===== src/rtl/ipf_pkg.sv =====
// Package for the incremental prime finder: sizes, sequencer state type.
// No dependencies; used by ipf_rem_unit and incremental_prime_finder_core.
package ipf_pkg;

  localparam int MAX_PRIMES = 1024;
  localparam int VALUE_W    = 32;
  localparam int LIMIT_W    = 32;
  localparam int STORED_W   = 11;
  localparam int COUNT_W    = $clog2(MAX_PRIMES + 1);
  localparam int ADDR_W     = $clog2(MAX_PRIMES);
  localparam int BITCNT_W   = $clog2(VALUE_W);

  localparam logic [VALUE_W-1:0] FIRST_PRIME     = VALUE_W'(2);
  localparam logic [VALUE_W-1:0] FIRST_CANDIDATE = VALUE_W'(3);
  localparam logic [LIMIT_W-1:0] LIMIT_RESET     = LIMIT_W'(65535);

  typedef enum logic [2:0] {
    ST_IDLE,
    ST_FETCH,
    ST_GCD_START,
    ST_GCD_WAIT,
    ST_FINISH
  } ipf_state_t;

endpackage


===== src/rtl/ipf_rem_unit.sv =====
// Shared remainder unit: restoring division, one quotient bit per cycle.
// Depends on ipf_pkg for VALUE_W and BITCNT_W.
module ipf_rem_unit import ipf_pkg::*; (
  input  logic               clk,
  input  logic               rst_n,
  input  logic               start,
  input  logic [VALUE_W-1:0] dividend,
  input  logic [VALUE_W-1:0] divisor,
  output logic               done,
  output logic [VALUE_W-1:0] remainder
);

  logic                busy_r;
  logic                done_r;
  logic [BITCNT_W-1:0] cnt_r;
  logic [VALUE_W-1:0]  shift_r;
  logic [VALUE_W-1:0]  div_r;
  logic [VALUE_W-1:0]  rem_r;
  logic [VALUE_W:0]    trial;
  logic [VALUE_W:0]    diff;
  logic [VALUE_W-1:0]  rem_nxt;

  // bring down the next dividend bit, subtract when it fits
  always_comb begin
    trial = {rem_r, shift_r[VALUE_W-1]};
    diff  = trial - {1'b0, div_r};
    if (trial >= {1'b0, div_r}) begin
      rem_nxt = diff[VALUE_W-1:0];
    end else begin
      rem_nxt = trial[VALUE_W-1:0];
    end
  end

  always_ff @(posedge clk) begin
    if (!rst_n) begin
      busy_r <= 1'b0;
      done_r <= 1'b0;
      cnt_r  <= '0;
    end else begin
      done_r <= 1'b0;
      if (start) begin
        busy_r <= 1'b1;
        cnt_r  <= BITCNT_W'(VALUE_W - 1);
      end else if (busy_r) begin
        cnt_r <= cnt_r - 1'b1;
        if (cnt_r == '0) begin
          busy_r <= 1'b0;
          done_r <= 1'b1;
        end
      end
    end
  end

  always_ff @(posedge clk) begin
    if (start) begin
      shift_r <= dividend;
      div_r   <= divisor;
      rem_r   <= '0;
    end else if (busy_r) begin
      shift_r <= {shift_r[VALUE_W-2:0], 1'b0};
      rem_r   <= rem_nxt;
    end
  end

  assign done      = done_r;
  assign remainder = rem_r;

endmodule

===== config.mk =====
export PLATFORM = sky130hd
export DESIGN_NAME = ipf_rem_unit
export DESIGN_NICKNAME = d
export VERILOG_FILES = /design/src/rtl/ipf_pkg.sv /design/src/rtl/ipf_rem_unit.sv
export SDC_FILE = /design/constraint.sdc
export NUM_CORES = 1
export LEC_CHECK = 0
export ABC_AREA = 1
export BUFFER_PORTS_ARGS = -buffer_cell sky130_fd_sc_hd__buf_2
export CAP_MARGIN = 20
export CORE_MARGIN = 3
export CORE_UTILIZATION = 48
export CTS_CLUSTER_DIAMETER = 60
export CTS_CLUSTER_SIZE = 14
export DETAILED_ROUTE_END_ITERATION = 8
export MAX_ROUTING_LAYER = met4
export PLACE_DENSITY = 0.69
export SYNTH_ARGS = -nofsm -noshare
export SYNTH_HDL_FRONTEND = slang
export SYNTH_SLANG_ARGS = --single-unit

===== constraint.sdc =====
create_clock -name clk -period 4.54 [get_ports clk]
set_clock_uncertainty 0.05 [all_clocks]
set_input_delay 0.454 -clock clk [delete_from_list [all_inputs] [get_ports clk]]
set_output_delay 0.454 -clock clk [all_outputs]
set_load 0.01 [all_outputs]

==> qor.txt <==
crit-path max FO: 31
Die Span Y: 125.4 um
Critical Path Start Type: register
I/O pin cnt: 100
EDFF count, synth: 64
setup_tns: 0 ns
layout cells sized above 1: 0.1225
Cell Rows: 43
Synth Flop Type: edfxtp_1
Cell Pwr Density: 271.1 mW/mm^2
synth cell count leaders: nand2_1 (420), inv_1 (192), nand3_1 (86)
DR vias/cell: 4.825
reg2reg path depth: 13
FF-to-FF End: remainder[5]
synth top area cells: edfxtp_1 (28%), nand2_1 (23%), dfxtp_1 (11%), inv_1 (11%), nand3_1 (6.3%)
Die Wd: 125.4 um
largest family of logic cells by synthesized area: simple AND/OR/NAND/NOR gates
Crit. End Element: register
TritonCTS clock tree: done
Compound-Gate Fraction of Synth Area: 0.03620
gr ovfl total: 0
top-count cell post-synth: nand2_1
Gate power share: 0.122
die area: 0.01573 sq mm
multi-input logic area: 0.003294 sq mm
Cell variety after synth: 33
WL per Instance: 13.08 um
Post-synth ARST share: 0
Worst Path Required: 4.74 ns
Worst-Skew Late Latency: 0.36 ns
fin crit period: 2.656 ns
RSZ-0062 raised after global routing: no
mux cell area share after synthesis: 0
number of global-route vias before repair: 5819
P&R area growth vs syn: 13.51%
CTS buffer count: 9
Synth Area in Simple Gates: 0.3618
Pre-antenna DRT Iters: 6
status: finished, final reports clean
Clock Sinks: 103
Worst-path clk slew: 0.08 ns
Static Leak: 0.004405 uW
Hold Slack: 0.2107 ns
total global-route track usage: 0.2245
reg-to-reg setup timing slack: 1.88 ns
Final Util: 0.5575
Max IR drop VDD: 0.2261 mV
Vias: 6186
CTS resizes: 0
critical path class: register to register
core footprint: 0.01393 sq mm
internal cell power: 1543 uW
Synthesized Nets: 1105
Max Cap Viol: 0
final WL: 16770 um
R2R Path Start: div_r[7]
Psw: 563.5 uW
CP Launch Point: div_r[7]
nets: 1199
final hold violations: 0
port bufs: 99
Post-CTS Setup Bufs: 0
hold buffers post-CTS: 0
Yosys top cell area share: 0.2808
Mapped Area: 0.006844 sq mm
sw frac: 0.2675
post-synthesis adder-cell area fraction: 0.06508
Synth Area in XOR/XNOR: 0.01792
Clock Path Buffers: 2
worst hold-check path type: primary input to register
initial antenna violation count: 0
sequential cell area: 0.002703 sq mm
Final period util: 0.5850
largest area contributor in the netlist: edfxtp_1
pin count of the biggest net entering global routing: 69
Syn Area/Cell: 6.824 sq um
Root Buffer Master: clkbuf_16
#FFs+latches synth: 103
clock network power share: 0.364
sequential share of power: 0.513
sequential fraction of the synthesis area: 0.3949
DP HPWL: 12640 um
DRC viols: 0
Slew Viols, Final: 0
RePlAce Congestion: 0.9453
worst slew pin tran: 0.9557 ns
initial detailed-routing violation count: 415
Filler cells: 1397
ANT cells: 0
first-pass GRT wire length: 27830 um
critical path endpoint: remainder[5]
fmax: 376.5 MHz
remaining antenna violation count: 0
Arr. time, crit path: 2.85 ns
Max H-tree Level: 3
effective utilization at floorplan: 0.4912
Post-Syn Instances: 1003
Setup Viol. Count Final: 0
Slew HR: 0.3622
Syn. warnings: 0
[area by class of cell]
| type | instances | share of cell area |
|---|---|---|
| Multi-Input combinational cell | 686 | 0.4241 |
| Tap cell | 180 | 0.02899 |
| Timing Repair Buffer | 105 | 0.06958 |
| Sequential cell | 103 | 0.3479 |
| Clock inverter | 6 | 0.007248 |
| Inverter | 192 | 0.09277 |
| Clock buffer | 10 | 0.02947 |
[worst max-delay path, stage by stage, from the launching register on]
cell	delay (ns)
edfxtp_1	0.32
inv_1	0.04
ha_1	0.34
nand2_1	0.13
nor2_2	0.17
nand3_1	0.11
nand3_2	0.13
nand2_1	0.09
nand2_2	0.08
nand2_2	0.33
nand2_4	0.45
nand2_1	0.12
nand3_1	0.09
o21ai_1	0.07
[sequential cells by signal, indices dropped and copies added, names as in the netlist]
signal and flops:
busy_r 1, cnt_r 5, shift_r 32, remainder 32
done 1, div_r 32
[how the worst min path moves through the flow]
stage | start | to | slack, ns | cells after the start
2_1_floorplan | cnt_r[0] | cnt_r[0] | 0.39 | 1
3_3_place_gp | cnt_r[4] | cnt_r[4] | 0.41 | 2
3_5_place_dp | remainder[19] | remainder[19] | 0.42 | 2
4_1_cts | divisor[27] | div_r[27] | 0.20 | 1
5_1_grt | divisor[7] | div_r[7] | 0.20 | 1
6_report | divisor[29] | div_r[29] | 0.21 | 1
[cells in the final DEF, fill, tap and decap left out, types with 6 or more instances in the layout]
cell,instances
o21ai_0,6
edfxtp_1,64
nand4_1,10
ha_1,34
dfxtp_1,39
nand3_1,86
buf_2,99
nand2_1,420
a21oi_1,23
clkbuf_16,9
inv_1,192
buf_4,6
nor2_1,39
o21ai_1,10
xnor2_1,13
nand3b_1,14
nor2_2,6
[per-stage QoR]
stage          cell area [sq um]  std cells  power, uW  setup WS [ns]
3_3_place_gp                7483       1266       1356          1.956
2_1_floorplan               6844       1003       1272          2.367
6_report                    7769       1282       2106          1.884
4_1_cts                     7769       1282       2127          1.920
3_5_place_dp                7483       1266       1359          1.943
5_1_grt                     7769       1282       2203          1.528
[routing by layer]
layer / vias to the layer above / wire length, um / GRT usage
met5: - / 0 / -
met4: 0 / 328 / 0.07079
met3: 22 / 772 / 0.04186
met2: 122 / 7552 / 0.3550
met1: 2758 / 8117 / 0.2937
li1: 3284 / - / -
[cells by family after synthesis]
kind of cell               Yosys count
AOI/OAI and AO/OA                   46
buffers and inverters              214
adders and majority gates           35
and+or+nand+nor                    591
xor gates and xnor gates            14
DFF                                103
[power groups by stage]
stage / clock network [uW] / logic (uW) / registers [uW]
2_1_floorplan: 0 / 173 / 1100
3_3_place_gp: 0 / 255 / 1100
3_5_place_dp: 0 / 257 / 1100
4_1_cts: 787 / 259 / 1080
5_1_grt: 821 / 294 / 1090
6_report: 768 / 257 / 1080
(Power assumes the default switching activity.)
